**src/level_band_bit_frame_decoder_unit_defines.svh**
```systemverilog
// ----------------------------------------------------------------------------
// Level band bit frame decoder - assertion macros
// Shared concurrent assertion helpers, clocked on clk, idle in reset.
// ----------------------------------------------------------------------------
`ifndef LEVEL_BAND_BIT_FRAME_DECODER_UNIT_DEFINES_SVH
`define LEVEL_BAND_BIT_FRAME_DECODER_UNIT_DEFINES_SVH

// same-cycle implication
`define LBFD_ASSERT_IMPL(lbl, ante, cons) \
    lbl: assert property (@(posedge clk) disable iff (!rst_n) (ante) |-> (cons)) \
        else $error("lbfd assertion failed");

// next-cycle implication
`define LBFD_ASSERT_NEXT(lbl, ante, cons) \
    lbl: assert property (@(posedge clk) disable iff (!rst_n) (ante) |=> (cons)) \
        else $error("lbfd assertion failed");

`endif

```
**src/lbfd_pkg.sv**
```systemverilog
// ----------------------------------------------------------------------------
// lbfd_pkg
// Widths, register indexes, reset values and shared types of the decoder.
// ----------------------------------------------------------------------------
`timescale 1ns / 1ps

package lbfd_pkg;

    localparam int SAMPLE_W = 12;
    localparam int SHIFT_W  = 10;
    localparam int COUNT_W  = 8;
    localparam int CIDX_W   = 3;
    localparam int CDATA_W  = 12;

    localparam logic [CIDX_W-1:0] REG_HIGH_BAND_LOWER = 3'd0;
    localparam logic [CIDX_W-1:0] REG_HIGH_BAND_UPPER = 3'd1;
    localparam logic [CIDX_W-1:0] REG_LOW_BAND_LOWER  = 3'd2;
    localparam logic [CIDX_W-1:0] REG_LOW_BAND_UPPER  = 3'd3;
    localparam logic [CIDX_W-1:0] REG_FRAME_LIMIT     = 3'd4;
    localparam logic [CIDX_W-1:0] REG_ACCEPT_LIMIT    = 3'd5;

    localparam logic [SAMPLE_W-1:0] RST_HIGH_BAND_LOWER = 12'd3750;
    localparam logic [SAMPLE_W-1:0] RST_HIGH_BAND_UPPER = 12'd3850;
    localparam logic [SAMPLE_W-1:0] RST_LOW_BAND_LOWER  = 12'd150;
    localparam logic [SAMPLE_W-1:0] RST_LOW_BAND_UPPER  = 12'd250;
    localparam logic [SHIFT_W-1:0]  RST_FRAME_LIMIT     = 10'd512;
    localparam logic [SHIFT_W-1:0]  RST_ACCEPT_LIMIT    = 10'd840;

    typedef struct packed {
        logic [SAMPLE_W-1:0] high_band_lower;
        logic [SAMPLE_W-1:0] high_band_upper;
        logic [SAMPLE_W-1:0] low_band_lower;
        logic [SAMPLE_W-1:0] low_band_upper;
        logic [SHIFT_W-1:0]  frame_limit;
        logic [SHIFT_W-1:0]  accept_limit;
    } cfg_t;

    // per-channel action for one sample
    typedef struct packed {
        logic act;      // channel takes this sample
        logic bit_val;  // bit to shift in
        logic gate;     // count latch only above accept limit
    } ch_ctrl_t;

    typedef struct packed {
        ch_ctrl_t a;
        ch_ctrl_t b;
    } band_sel_t;

    typedef struct packed {
        logic [SHIFT_W-1:0] shift;
        logic [SHIFT_W-1:0] code;
        logic [COUNT_W-1:0] count;
    } ch_state_t;

endpackage

```
**src/lbfd_if.sv**
```systemverilog
// ----------------------------------------------------------------------------
// lbfd interfaces
// Valid/ready channels for samples, results and configuration writes.
// ----------------------------------------------------------------------------
`timescale 1ns / 1ps

interface lbfd_sample_if
    import lbfd_pkg::*;
();
    logic                valid;
    logic                ready;
    logic [SAMPLE_W-1:0] sample;

    modport source (output valid, output sample, input ready);
    modport sink   (input valid, input sample, output ready);
endinterface

interface lbfd_result_if
    import lbfd_pkg::*;
();
    logic                valid;
    logic                ready;
    logic [SAMPLE_W-1:0] sample_echo;
    logic [SHIFT_W-1:0]  last_code_a;
    logic [SHIFT_W-1:0]  last_code_b;
    logic [SHIFT_W-1:0]  shift_a;
    logic [SHIFT_W-1:0]  shift_b;
    logic [COUNT_W-1:0]  frames_a;
    logic [COUNT_W-1:0]  frames_b;

    modport source (output valid, output sample_echo, output last_code_a,
                    output last_code_b, output shift_a, output shift_b,
                    output frames_a, output frames_b, input ready);
    modport sink   (input valid, input sample_echo, input last_code_a,
                    input last_code_b, input shift_a, input shift_b,
                    input frames_a, input frames_b, output ready);
endinterface

interface lbfd_cfg_if
    import lbfd_pkg::*;
();
    logic               valid;
    logic               ready;
    logic [CIDX_W-1:0]  index;
    logic [CDATA_W-1:0] data;

    modport source (output valid, output index, output data, input ready);
    modport sink   (input valid, input index, input data, output ready);
endinterface

```
**src/lbfd_cfg_regs.sv**
```systemverilog
// ----------------------------------------------------------------------------
// lbfd_cfg_regs
// Configuration register file; one write transaction per cycle.
// ----------------------------------------------------------------------------
`timescale 1ns / 1ps

module lbfd_cfg_regs
    import lbfd_pkg::*;
(
    input  logic               clk,
    input  logic               rst_n,
    input  logic               wr_en,
    input  logic [CIDX_W-1:0]  wr_index,
    input  logic [CDATA_W-1:0] wr_data,
    output cfg_t               cfg
);

    cfg_t cfg_reg;

    always_ff @(posedge clk or negedge rst_n)
    begin
        if (!rst_n)
        begin
            cfg_reg.high_band_lower <= RST_HIGH_BAND_LOWER;
            cfg_reg.high_band_upper <= RST_HIGH_BAND_UPPER;
            cfg_reg.low_band_lower  <= RST_LOW_BAND_LOWER;
            cfg_reg.low_band_upper  <= RST_LOW_BAND_UPPER;
            cfg_reg.frame_limit     <= RST_FRAME_LIMIT;
            cfg_reg.accept_limit    <= RST_ACCEPT_LIMIT;
        end
        else if (wr_en)
        begin
            unique case (wr_index)
                REG_HIGH_BAND_LOWER: cfg_reg.high_band_lower <= wr_data[SAMPLE_W-1:0];
                REG_HIGH_BAND_UPPER: cfg_reg.high_band_upper <= wr_data[SAMPLE_W-1:0];
                REG_LOW_BAND_LOWER:  cfg_reg.low_band_lower  <= wr_data[SAMPLE_W-1:0];
                REG_LOW_BAND_UPPER:  cfg_reg.low_band_upper  <= wr_data[SAMPLE_W-1:0];
                REG_FRAME_LIMIT:     cfg_reg.frame_limit     <= wr_data[SHIFT_W-1:0];
                REG_ACCEPT_LIMIT:    cfg_reg.accept_limit    <= wr_data[SHIFT_W-1:0];
                default: ; // unmapped index, write dropped
            endcase
        end
    end

    assign cfg = cfg_reg;

endmodule

```
**src/lbfd_band_decode.sv**
```systemverilog
// ----------------------------------------------------------------------------
// lbfd_band_decode
// Sorts a sample into level bands and picks the acting channel by priority.
// ----------------------------------------------------------------------------
`timescale 1ns / 1ps

module lbfd_band_decode
    import lbfd_pkg::*;
(
    input  logic [SAMPLE_W-1:0] sample,
    input  cfg_t                cfg,
    input  logic                busy_a,
    input  logic                busy_b,
    output band_sel_t           sel
);

    logic one_a;
    logic one_b;
    logic zero_a;
    logic zero_b;

    // strict compares: a sample on a bound hits nothing
    assign one_a  = (sample < cfg.high_band_upper) && (sample > cfg.high_band_lower);
    assign one_b  = (sample > cfg.low_band_lower)  && (sample < cfg.low_band_upper);
    assign zero_a = (sample > cfg.high_band_upper) && busy_a;
    assign zero_b = (sample < cfg.low_band_lower)  && busy_b;

    always_comb
    begin
        sel.a.act     = one_a || (!one_b && zero_a);
        sel.a.bit_val = one_a;
        sel.a.gate    = 1'b0;
        sel.b.act     = !one_a && (one_b || (!zero_a && zero_b));
        sel.b.bit_val = one_b;
        sel.b.gate    = !one_b;
    end

endmodule

```
**src/lbfd_channel.sv**
```systemverilog
// ----------------------------------------------------------------------------
// lbfd_channel
// Shift register, latched code and frame counter of one channel.
// ----------------------------------------------------------------------------
`timescale 1ns / 1ps

module lbfd_channel
    import lbfd_pkg::*;
(
    input  logic               clk,
    input  logic               rst_n,
    input  logic               step,
    input  ch_ctrl_t           ctrl,
    input  logic [SHIFT_W-1:0] frame_limit,
    input  logic [SHIFT_W-1:0] accept_limit,
    output logic               busy,
    output ch_state_t          state
);

    logic [SHIFT_W-1:0] shift_reg, shift_next;
    logic [SHIFT_W-1:0] code_reg,  code_next;
    logic [COUNT_W-1:0] count_reg, count_next;
    logic               act;
    logic               latch;

    assign act   = step && ctrl.act;
    assign latch = act && (shift_reg >= frame_limit);

    always_comb
    begin
        shift_next = shift_reg;
        code_next  = code_reg;
        count_next = count_reg;
        if (latch)
        begin
            shift_next = '0;
            code_next  = shift_reg;
            if (!ctrl.gate || (shift_reg > accept_limit))
                count_next = count_reg + COUNT_W'(1);
        end
        else if (act)
        begin
            shift_next = {shift_reg[SHIFT_W-2:0], ctrl.bit_val};
        end
    end

    always_ff @(posedge clk or negedge rst_n)
    begin
        if (!rst_n)
        begin
            shift_reg <= '0;
            code_reg  <= '0;
            count_reg <= '0;
        end
        else
        begin
            shift_reg <= shift_next;
            code_reg  <= code_next;
            count_reg <= count_next;
        end
    end

    assign busy        = (shift_reg > SHIFT_W'(1));
    assign state.shift = shift_reg;
    assign state.code  = code_reg;
    assign state.count = count_reg;

endmodule

```
**src/level_band_bit_frame_decoder_unit.sv**
```systemverilog
// ----------------------------------------------------------------------------
// level_band_bit_frame_decoder_unit
// Level band classifier feeding two bit-frame shift channels.
// ----------------------------------------------------------------------------
// Pipeline: sample register, then channel and result registers; a result is
// registered when its sample moves on from the sample register.
// Throughput: one sample per cycle unless the result slot stalls; the band
// compares and one channel update sit between sample and channel/result registers.
// Input stays ready while no sample is held, the result slot is free or its result is taken.
// Reset: rst_n async, clears shifts, codes, counters and valids; registers
// return to their default bands and limits.
`timescale 1ns / 1ps

`include "level_band_bit_frame_decoder_unit_defines.svh"

module level_band_bit_frame_decoder_unit
    import lbfd_pkg::*;
(
    input  logic            clk,
    input  logic            rst_n,
    lbfd_sample_if.sink     samples,
    lbfd_result_if.source   results,
    lbfd_cfg_if.sink        cfg
);

    cfg_t                cfg_q;
    band_sel_t           sel;
    ch_state_t           st_a;
    ch_state_t           st_b;
    logic                busy_a;
    logic                busy_b;

    logic                in_valid_reg;
    logic [SAMPLE_W-1:0] sample_reg;
    logic                out_valid_reg;
    logic [SAMPLE_W-1:0] echo_reg;
    logic                adv;

    // a held sample moves on once the result slot is free or being drained
    assign adv           = in_valid_reg && (!out_valid_reg || results.ready);
    assign samples.ready = !in_valid_reg || adv;
    assign cfg.ready     = 1'b1;

    lbfd_cfg_regs u_cfg (
        .clk      (clk),
        .rst_n    (rst_n),
        .wr_en    (cfg.valid),
        .wr_index (cfg.index),
        .wr_data  (cfg.data),
        .cfg      (cfg_q)
    );

    lbfd_band_decode u_decode (
        .sample (sample_reg),
        .cfg    (cfg_q),
        .busy_a (busy_a),
        .busy_b (busy_b),
        .sel    (sel)
    );

    lbfd_channel u_ch_a (
        .clk          (clk),
        .rst_n        (rst_n),
        .step         (adv),
        .ctrl         (sel.a),
        .frame_limit  (cfg_q.frame_limit),
        .accept_limit (cfg_q.accept_limit),
        .busy         (busy_a),
        .state        (st_a)
    );

    lbfd_channel u_ch_b (
        .clk          (clk),
        .rst_n        (rst_n),
        .step         (adv),
        .ctrl         (sel.b),
        .frame_limit  (cfg_q.frame_limit),
        .accept_limit (cfg_q.accept_limit),
        .busy         (busy_b),
        .state        (st_b)
    );

    always_ff @(posedge clk or negedge rst_n)
    begin
        if (!rst_n)
        begin
            in_valid_reg  <= 1'b0;
            out_valid_reg <= 1'b0;
        end
        else
        begin
            if (samples.ready)
                in_valid_reg <= samples.valid;
            if (adv)
                out_valid_reg <= 1'b1;
            else if (results.ready)
                out_valid_reg <= 1'b0;
        end
    end

    always_ff @(posedge clk)
    begin
        if (samples.valid && samples.ready)
            sample_reg <= samples.sample;
        if (adv)
            echo_reg <= sample_reg;
    end

    // channel state only changes on a step, so it doubles as the result payload
    assign results.valid       = out_valid_reg;
    assign results.sample_echo = echo_reg;
    assign results.last_code_a = st_a.code;
    assign results.last_code_b = st_b.code;
    assign results.shift_a     = st_a.shift;
    assign results.shift_b     = st_b.shift;
    assign results.frames_a    = st_a.count;
    assign results.frames_b    = st_b.count;

    `LBFD_ASSERT_IMPL(a_frames_a_on_latch, st_a.count != $past(st_a.count), st_a.shift == '0)
    `LBFD_ASSERT_IMPL(a_frames_b_on_latch, st_b.count != $past(st_b.count), st_b.shift == '0)
    `LBFD_ASSERT_IMPL(a_shift_only_on_step, st_a.shift != $past(st_a.shift), $past(adv))
    `LBFD_ASSERT_NEXT(a_result_after_step, adv, out_valid_reg)

endmodule

```
**src/flat_wrapper.sv**
```systemverilog
// flat-port wrapper written by rule: the top's interface ports become plain ports
module level_band_bit_frame_decoder_unit_flat import lbfd_pkg::*;
  (clk, rst_n, samples_valid, samples_sample, samples_ready, results_valid, results_sample_echo, results_last_code_a, results_last_code_b, results_shift_a, results_shift_b, results_frames_a, results_frames_b, results_ready, cfg_valid, cfg_index, cfg_data, cfg_ready);
  lbfd_sample_if samples_i ();
  lbfd_result_if results_i ();
  lbfd_cfg_if cfg_i ();
  input  logic clk;
  input  logic rst_n;
  input wire logic [$bits(samples_i.valid)-1:0] samples_valid;
  input wire logic [$bits(samples_i.sample)-1:0] samples_sample;
  output wire logic [$bits(samples_i.ready)-1:0] samples_ready;
  output wire logic [$bits(results_i.valid)-1:0] results_valid;
  output wire logic [$bits(results_i.sample_echo)-1:0] results_sample_echo;
  output wire logic [$bits(results_i.last_code_a)-1:0] results_last_code_a;
  output wire logic [$bits(results_i.last_code_b)-1:0] results_last_code_b;
  output wire logic [$bits(results_i.shift_a)-1:0] results_shift_a;
  output wire logic [$bits(results_i.shift_b)-1:0] results_shift_b;
  output wire logic [$bits(results_i.frames_a)-1:0] results_frames_a;
  output wire logic [$bits(results_i.frames_b)-1:0] results_frames_b;
  input wire logic [$bits(results_i.ready)-1:0] results_ready;
  input wire logic [$bits(cfg_i.valid)-1:0] cfg_valid;
  input wire logic [$bits(cfg_i.index)-1:0] cfg_index;
  input wire logic [$bits(cfg_i.data)-1:0] cfg_data;
  output wire logic [$bits(cfg_i.ready)-1:0] cfg_ready;
  assign samples_i.valid = samples_valid;
  assign samples_i.sample = samples_sample;
  assign samples_ready = samples_i.ready;
  assign results_valid = results_i.valid;
  assign results_sample_echo = results_i.sample_echo;
  assign results_last_code_a = results_i.last_code_a;
  assign results_last_code_b = results_i.last_code_b;
  assign results_shift_a = results_i.shift_a;
  assign results_shift_b = results_i.shift_b;
  assign results_frames_a = results_i.frames_a;
  assign results_frames_b = results_i.frames_b;
  assign results_i.ready = results_ready;
  assign cfg_i.valid = cfg_valid;
  assign cfg_i.index = cfg_index;
  assign cfg_i.data = cfg_data;
  assign cfg_ready = cfg_i.ready;
  level_band_bit_frame_decoder_unit u_core (.clk(clk), .rst_n(rst_n), .samples(samples_i), .results(results_i), .cfg(cfg_i));
endmodule
```
**config.mk**
```make
export PLATFORM = sky130hd
export DESIGN_NAME = level_band_bit_frame_decoder_unit_flat
export DESIGN_NICKNAME = d
export VERILOG_FILES = /design/src/lbfd_pkg.sv /design/src/lbfd_if.sv /design/src/lbfd_cfg_regs.sv /design/src/lbfd_band_decode.sv /design/src/lbfd_channel.sv /design/src/level_band_bit_frame_decoder_unit.sv /design/src/flat_wrapper.sv
export VERILOG_INCLUDE_DIRS = /design/src /design/src/src
export SDC_FILE = /design/constraint.sdc
export NUM_CORES = 1
export LEC_CHECK = 0
export BUFFER_PORTS_ARGS = -buffer_cell sky130_fd_sc_hd__buf_2
export CAP_MARGIN = 25
export CORE_MARGIN = 3
export CORE_UTILIZATION = 50
export CTS_BUF_LIST = sky130_fd_sc_hd__clkbuf_8
export DETAILED_ROUTE_END_ITERATION = 10
export PLACE_DENSITY = 0.71
export SLEW_MARGIN = 20
export SYNTH_ARGS = -nofsm -noshare
export SYNTH_HDL_FRONTEND = slang
export SYNTH_SLANG_ARGS = --single-unit
```
**constraint.sdc**
```tcl
create_clock -name clk -period 6.8 [get_ports clk]
set_input_delay 0.34 -clock clk [delete_from_list [all_inputs] [get_ports clk]]
set_output_delay 0.34 -clock clk [all_outputs]
set_load 0.01 [all_outputs]
```
Word level (Yosys, flattened, before mapping)
Cells that the tools add are included.
{"block": "totals", "register_bits": 150, "latchBits": 0, "ram_bits": 0, "rom_bits": 0, "out_inout_bits": 71, "word_cells": 74, "n_memories": 0}
{"block": "classes", "n_addsub": 2, "n_mul": 0, "div": 0, "order_cmp": 11, "eq_ne": 5, "shift": 0, "muxes": 6, "bitwise": 0, "n_reduce_logical": 34}
{"cell": "$mux 10", "count": 4}
{"cell": "$gt 12x12->1", "count": 3}
{"cell": "$lt 12x12->1", "count": 3}
{"cell": "$ge 10x10->1", "count": 2}
{"cell": "$gt 10x1->1 const B", "count": 2}
{"cell": "$add 8x1->8 const B", "count": 2}
{"cell": "$reduce_and 2->1", "count": 7}
{"cell": "$logic_and 1x1->1", "count": 13}
{"cell": "$gt 10x10->1", "count": 1}
{"cell": "$eq 3x2->1 const B", "count": 2}
{"cell": "$eq 3x3->1 const B", "count": 2}
{"cell": "$reduce_bool 2->1", "count": 3}
{"cell": "$logic_not 1->1", "count": 5}
{"cell": "$logic_or 1x1->1", "count": 5}
{"cell": "$eq 3x1->1 const B", "count": 1}
{"cell": "$logic_not 3->1", "count": 1}
{"cell": "$mux 1", "count": 2}

Logic depth before layout (Yosys ltp)
Gate-level depths: netlist of run 1.
{"block": "logic_depth", "depth_word": 9, "depth_mapped": 12, "ltp_nobuf": 10}

By module
From an unflattened synthesis of run 1, not the netlist that was laid out.
{"block": "unflattened", "hier_cells": 653, "area_unflattened_um2": 8055.2}
{"mod": "lbfd_channel", "n_inst": 2, "cells_per_inst": 150, "area_each_um2": 1649.1}
{"mod": "lbfd_cfg_regs", "n_inst": 1, "cells_per_inst": 148, "area_each_um2": 2632.5}
{"mod": "lbfd_band_decode", "n_inst": 1, "cells_per_inst": 171, "area_each_um2": 1288.7}
{"mod": "level_band_bit_frame_decoder_unit", "n_inst": 1, "cells_per_inst": 34, "area_each_um2": 835.8}

Least setup slack after synthesis of run 1
No wires, ideal clock.
{"block": "synth_timing", "path_kind": "reg-to-reg", "startpoint": "reg u_core.sample_reg[10]", "endpoint": "reg u_core.u_ch_a.code_reg[7]", "setup_ns": 0.125, "t_arrival_ns": 2.757, "slack_ns": 3.918, "stages_incl_launch_ff": 11, "period_less_slack_ns": 2.882, "cell_sequence": "edfxtp_1 ha_1 a21oi_1 nand2_1 a21o_1 or3_1 a2111o_1 buf_6 a21oi_4 buf_8 mux2_2"}
{"block": "synth_via", "elab_chain_len": 7, "word_cells_on_any_way": 13, "classes_between": "order compare: 5; reduce/logical: 8"}
{"item": "start, declared", "line_no": "level_band_bit_frame_decoder_unit.sv:34", "text": "logic [SAMPLE_W-1:0] sample_reg;"}
{"item": "start signal, assigned", "line_no": "level_band_bit_frame_decoder_unit.sv:104", "text": "sample_reg <= samples.sample;"}
{"item": "$gt 12x12->1 / $lt 12x12->1 (equally long branches)", "line_no": "lbfd_band_decode.sv:24", "text": "assign one_b = (sample > cfg.low_band_lower) && (sample < cfg.low_band_upper);"}
{"item": "$logic_and 1x1->1", "line_no": "lbfd_band_decode.sv:24"}
{"item": "$logic_not 1->1"}
{"item": "$logic_and 1x1->1", "line_no": "lbfd_band_decode.sv:30", "text": "sel.a.act = one_a || (!one_b && zero_a);"}
{"item": "$logic_or 1x1->1 (*)", "line_no": "lbfd_band_decode.sv:30"}
{"item": "$logic_and 1x1->1 (*)", "line_no": "lbfd_channel.sv:26", "text": "assign act = step && ctrl.act;"}
{"item": "$logic_and 1x1->1 (*)", "line_no": "lbfd_channel.sv:27", "text": "assign latch = act && (shift_reg >= frame_limit);"}
{"item": "end signal, assigned", "line_no": "lbfd_channel.sv:58", "text": "code_reg <= code_next;"}
{"item": "end, declared", "line_no": "lbfd_channel.sv:21", "text": "logic [SHIFT_W-1:0] code_reg, code_next;"}
Every way passes the cells marked *; elsewhere a longest branch is shown, timed or not.
A chain may end at the register's enable or synchronous reset.

Worst setup path in the final report of run 1
{"block": "layout_timing", "startpoint": "reg u_core.sample_reg[10]", "endpoint": "reg u_core.u_ch_a.count_reg[1]"}
{"block": "layout_via", "elab_chain_len": 7, "word_cells_on_any_way": 13, "classes_between": "order compare: 5; reduce/logical: 8"}
{"item": "$gt 12x12->1 / $lt 12x12->1 (equally long branches)", "line_no": "lbfd_band_decode.sv:24"}
{"item": "$logic_and 1x1->1", "line_no": "lbfd_band_decode.sv:24"}
{"item": "$logic_not 1->1"}
{"item": "$logic_and 1x1->1", "line_no": "lbfd_band_decode.sv:30"}
{"item": "$logic_or 1x1->1 (*)", "line_no": "lbfd_band_decode.sv:30"}
{"item": "$logic_and 1x1->1 (*)", "line_no": "lbfd_channel.sv:26"}
{"item": "$logic_and 1x1->1 (*)", "line_no": "lbfd_channel.sv:27"}
{"item": "end signal, assigned", "line_no": "lbfd_channel.sv:59", "text": "count_reg <= count_next;"}
{"item": "end, declared", "line_no": "lbfd_channel.sv:22", "text": "logic [COUNT_W-1:0] count_reg, count_next;"}
Marks and branches as above.

==> run metrics, run 1 <==
status complete, no violations; post-route cell area 0.00860 mm²; final setup vio count 0; Post-DP Area 0.00821 mm²; Sink Count 150; setup ws final 3.59 ns; number of enable flip-flop cells after synthesis 24; top cell type's share of synthesized area 32.6%; H-Tree Depth 4; Inserted Clock Buffers 17; # fillers 1233; Ys Warns 0; DP HPWL 12200 µm; Syn Area/Cell 10.9 µm²; IO Port Bufs 101; startpoint types register; final global-route overflow total 0; RSZ-0062 raised after global routing false; Total Routing Usage GR 20.6%; Max Cap Viol 0; Yosys cell types 53; vias post-DR 5384; setup bufs post-CTS 0; Nets 905; FFs w/ async S/R, synth 84.0%; Vias/cell 5.43; worst vdd ir 0.000146 V; IO Pins 103; DRT Wirelength 16300 µm; slew margin rel. 42.5%; routability congestion estimate 0.871; pre-CTS WS 3.61 ns; post-route clock skew 0.0121 ns; first-pass GRT wire length 26600 µm; fmax 312 MHz; layout cells sized above 1 26.5%; num rows 44; antenna violations before repair 0; Wirelength per Cell 16.4 µm; CTS root buf clkbuf_8; list of most frequent post-synthesis cells dfrtp_1, nand2_1, ha_1; CTS tree yes; CP required 7.13 ns; cell with the most instances after synthesis dfrtp_1; final hold violation count 0; #FFs+latches synth 150; post-synthesis sequential area ratio 52.0%; DR pass1 iterations 5; vias in the first global route 5415; fin crit share 47.2%; final number of max-transition violations 0; PD cells 309 mW/mm²; Inst Count DP 958; Clock Tree Buf Depth 2; Remaining DRCs 0; final antenna-violating net count 0; diode count 0; core footprint 0.0146 mm²; largest net degree at the start of global routing 71; Net Count, Synth 798; die height 129 µm; Skew-Pair Late Insertion Delay 0.45 ns; critical path arrival 3.54 ns; number of flip-flops in the largest register 68; area leader, netlist dfrtp_1; die footprint 0.0166 mm²; Slew @ Worst Pin 0.862 ns; main area contributors after synthesis dfrtp_1, ha_1, dfstp_2, edfxtp_1, mux2_2; Reg2Reg Setup Slack 3.59 ns; Post-Syn Instances 687; Initial Util 51.4%; non-filler cells, final 991; CP endpoint kind register; Syn Std Cell Area 0.00752 mm²; Lkg Pwr 4.24 nW; worst setup path class reg2reg; DR iter-0 viols 299; clk slew on worst S/H paths 0.08 ns; shortest period the worst path allows 3.21 ns; area added between synthesis and finish 14.3%; class of the worst hold path in2reg; Synth Flop Type dfrtp_1; Setup TNS 0 ns; post-cts sizing count 0; chip width 129 µm; worst-path fanout max 18
## stage by stage
stage | hold WS [ns] | power [mW] | util, %
2_1_floorplan | 0.0444 | 1.74 | -
3_3_place_gp | 0.425 | 1.98 | 56.1
3_5_place_dp | 0.439 | 2.02 | 56.1
4_1_cts | 0.0319 | 2.67 | 58.7
5_1_grt | 0.0300 | 2.85 | 58.7
6_report | 0.0644 | 2.65 | 58.7
## cells by family after synthesis
kind of cell / synth area share (%)
and+or+nand+nor: 11.8
adders and majority gates: 13.1
DFF: 52.0
AOI/OAI and AO/OA: 9.35
other: 0.0499
buffers and inverters: 4.87
xor gates and xnor gates: 1.63
muxes: 7.19
## critical path: stages, from the launching register on
cell	delay [ns]
edfxtp_1	0.47
ha_1	0.37
a21oi_1	0.15
nand2_1	0.06
a21o_1	0.18
or3_1	0.38
a2111o_1	0.54
a21oi_4	0.52
mux2_2	0.40
## layout by cell type (no fill, tap or decap), types with 2 or more instances in the layout
cell type     n
o211a_1       2
mux2_2       47
ha_1         79
dfrtp_1      98
a211oi_1      4
buf_2       100
bufinv_16     2
clkbuf_8     18
xor2_1        2
buf_4         7
nor3_1        6
nand4_1      16
xnor2_1      12
nor2b_1       7
o21a_1        2
a21o_1        7
nor2_1        8
o211ai_1      5
a21oi_1      25
edfxtp_1     24
nor4_1        3
nand2_1      88
nand3_1      30
inv_1        76
and4_1        5
clkinv_2      4
and3_1        3
o21ai_0      65
and2_1        2
dfstp_2      28
clkinvlp_4    3
nand2b_1      6
## report_power, final
part / switching [mW] / internal, mW / leakage [nW]
clock network: 0.320 / 0.325 / 0.200
registers: 0.135 / 1.10 / 1.80
logic: 0.439 / 0.334 / 2.24
## final cells by class
cell class,instances,area (µm²),area share (%)
clock buffer,18,248,2.88
tap,184,230,2.68
multi-input combinational,446,3260,37.9
inverter,71,267,3.10
sequential,150,3910,45.5
clock inverter,14,121,1.41
timing repair buffer,108,563,6.55
## layer usage
layer  track usage [%]  share of wire [%]  vias to the layer above
li1                  -                  -                     2605
met1              26.0                 45                     2630
met2              34.8                 49                      126
met3              4.86                4.6                       23
met4              6.98                1.4                        0
met5                 0                  0                        -
## final timing paths
path | from | endpoint | cells after the start
setup reg to reg | u_core.sample_reg[10] | u_core.u_ch_a.count_reg[1] | 8
hold / removal | samples_sample[11] | u_core.sample_reg[11] | 1
min in group asynchronous | rst_n | u_core.u_ch_b.code_reg[7] | 2
max in group asynchronous | rst_n | u_core.u_ch_a.shift_reg[0] | 3
hold reg to reg | u_core.u_ch_a.count_reg[7] | u_core.u_ch_a.count_reg[7] | 1
setup / recovery | u_core.sample_reg[10] | u_core.u_ch_a.count_reg[1] | 8
## timing repair
| item | in CTS | in global routing |
|---|---|---|
| hold buffers | 1 | 0 |
| setup endpoints to repair | 0 | 0 |
| hold endpoints to repair | 34 | 0 |
(Power assumes the default switching activity.)
==> inputs of run 2 (changes only) <==
PLACE_DENSITY = 0.74   (was 0.71)
clock period = 2.7 ns   (was 6.8 ns; I/O delays follow)
==> run metrics, run 2 (synthesis results as in run 1) <==
die height 129 µm; violated checks negative setup slack; first-pass GRT wire length 28600 µm; Worst Hold Launch cfg_data[6]; Wirelength per Cell 16.9 µm; final number of max-transition violations 0; core footprint 0.0146 mm²; non-filler cells, final 1058; num rows 44; CTS root buf clkbuf_8; Worst Hold End u_core.u_cfg.cfg[62]; DR iter-0 viols 405; shortest period the worst path allows 2.81 ns; worst setup path class reg2reg; IO Pins 103; Initial Util 51.4%; CP delay by family, top compound AO/OA/AOI/OAI gates; Sink Count 150; antenna violations before repair 0; Remaining DRCs 0; diode count 0; Post-DP Area 0.00853 mm²; fin crit share 104%; DR pass1 iterations 5; RSZ-0062 raised after global routing true; R2R Path End u_core.u_ch_a.code_reg[7]; DRT Wirelength 17900 µm; post-route clock skew 0.0127 ns; worst r2r src u_core.u_cfg.cfg[33]; CP required 3.04 ns; Max Cap Viol 0; Total Routing Usage GR 22.3%; Reg2Reg Setup Slack -0.11 ns; IO Port Bufs 101; H-Tree Depth 4; number of flip-flops in the largest register 68; largest net degree at the start of global routing 55; final core occ 64.6%; setup ws final -0.113 ns; vias post-DR 5756; Inserted Clock Buffers 17; worst-path cell chain inv_2 > ha_4 > nor2b_4 > o211ai_1 > a21boi_1 > or3_1 > a2111o_1 > a21oi_4 > buf_12 > mux2_2; final antenna-violating net count 0; pre-CTS WS -0.257 ns; class of the worst hold path in2reg; overall power 7.41 mW; final hold violation count 0; slew margin rel. 56.7%; worst-path fanout max 18; fmax 355 MHz; routability congestion estimate 0.884; WHS Path Cells 3; startpoint types register; most common cell after layout, fill and taps aside buf_2; critical path arrival 3.15 ns; post-route cell area 0.00945 mm²; Nets 972; CP max-delay cell dfstp_2; die footprint 0.0166 mm²; worst vdd ir 0.000368 V; chip width 129 µm; Max stage delay on crit path 0.54 ns; final setup vio count 26; final global-route overflow total 0; Inst Count DP 991; Lkg Pwr 4.65 nW; Vias/cell 5.44; vias in the first global route 5905; Setup TNS -1.80 ns; Slew @ Worst Pin 0.647 ns; Min Hold Slack 0.0347 ns; Skew-Pair Late Insertion Delay 0.46 ns; clk slew on worst S/H paths 0.09 ns; CP bufs+invs 2; PD cells 784 mW/mm²; R2R depth 10; DP HPWL 13000 µm; layout cells sized above 1 31.7%; most frequent cells in the layout buf_2, dfrtp_1, nand2_1, ha_1, inv_1; area added between synthesis and finish 25.7%; CTS tree yes; Clock Tree Buf Depth 2; CP endpoint kind register; status finished, violations left
==> run 2: report_power, final <==
group          internal, mW  total [mW]  switching [mW]
Sequential             2.77        3.10           0.326
Clock                  1.12        1.98           0.861
Combinational          1.09        2.33            1.25
==> run 2: worst register-to-register path: stages (launching register included) <==
cell and delay (ns):
dfstp_2 0.54, inv_2 0.05, ha_4 0.21, nor2b_4 0.12, o211ai_1 0.15, a21boi_1 0.10, or3_1 0.35, a2111o_1 0.48
a21oi_4 0.19, buf_12 0.17, mux2_2 0.34
==> run 2: layout make-up <==
type                    instances  area (µm²)
inverters                      71         267
clock buffers                  18         248
repair buffers                174        1190
fillers                      1105        5190
well taps                     184         230
flip-flops and latches        150        3910
multi-input cells             447        3410
clock inverters                14         208
==> run 2: routing by layer <==
metal,up-vias,share of wire [%],track usage [%]
met5,-,0,0
li1,2748,-,-
met4,0,1.9,8.89
met3,27,4.8,4.94
met2,169,51,38.3
met1,2812,43,27.2
==> run 2: worst max path at each step <==
stage,end,cells after the start,start
after detailed placement,u_core.u_ch_b.code_reg[7],10,u_core.sample_reg[7]
after global routing,u_core.u_ch_a.code_reg[0],10,u_core.u_cfg.cfg[27]
after floorplan,u_core.u_ch_a.code_reg[7],11,u_core.u_cfg.cfg[33]
final,u_core.u_ch_a.code_reg[7],10,u_core.u_cfg.cfg[33]
after global placement,u_core.u_ch_b.code_reg[1],10,u_core.sample_reg[10]
after CTS,u_core.u_ch_a.code_reg[1],10,u_core.u_cfg.cfg[39]
==> run 2: repair_timing <==
action / in CTS / in global routing
cloned: 1 / 1
pin swaps: 5 / 5
buffers inserted: 3 / 4
gates resized for setup: 5 / 22
hold buffers: 26 / 0
endpoints found under the hold margin: 93 / 0
setup endpoints to repair: 36 / 48
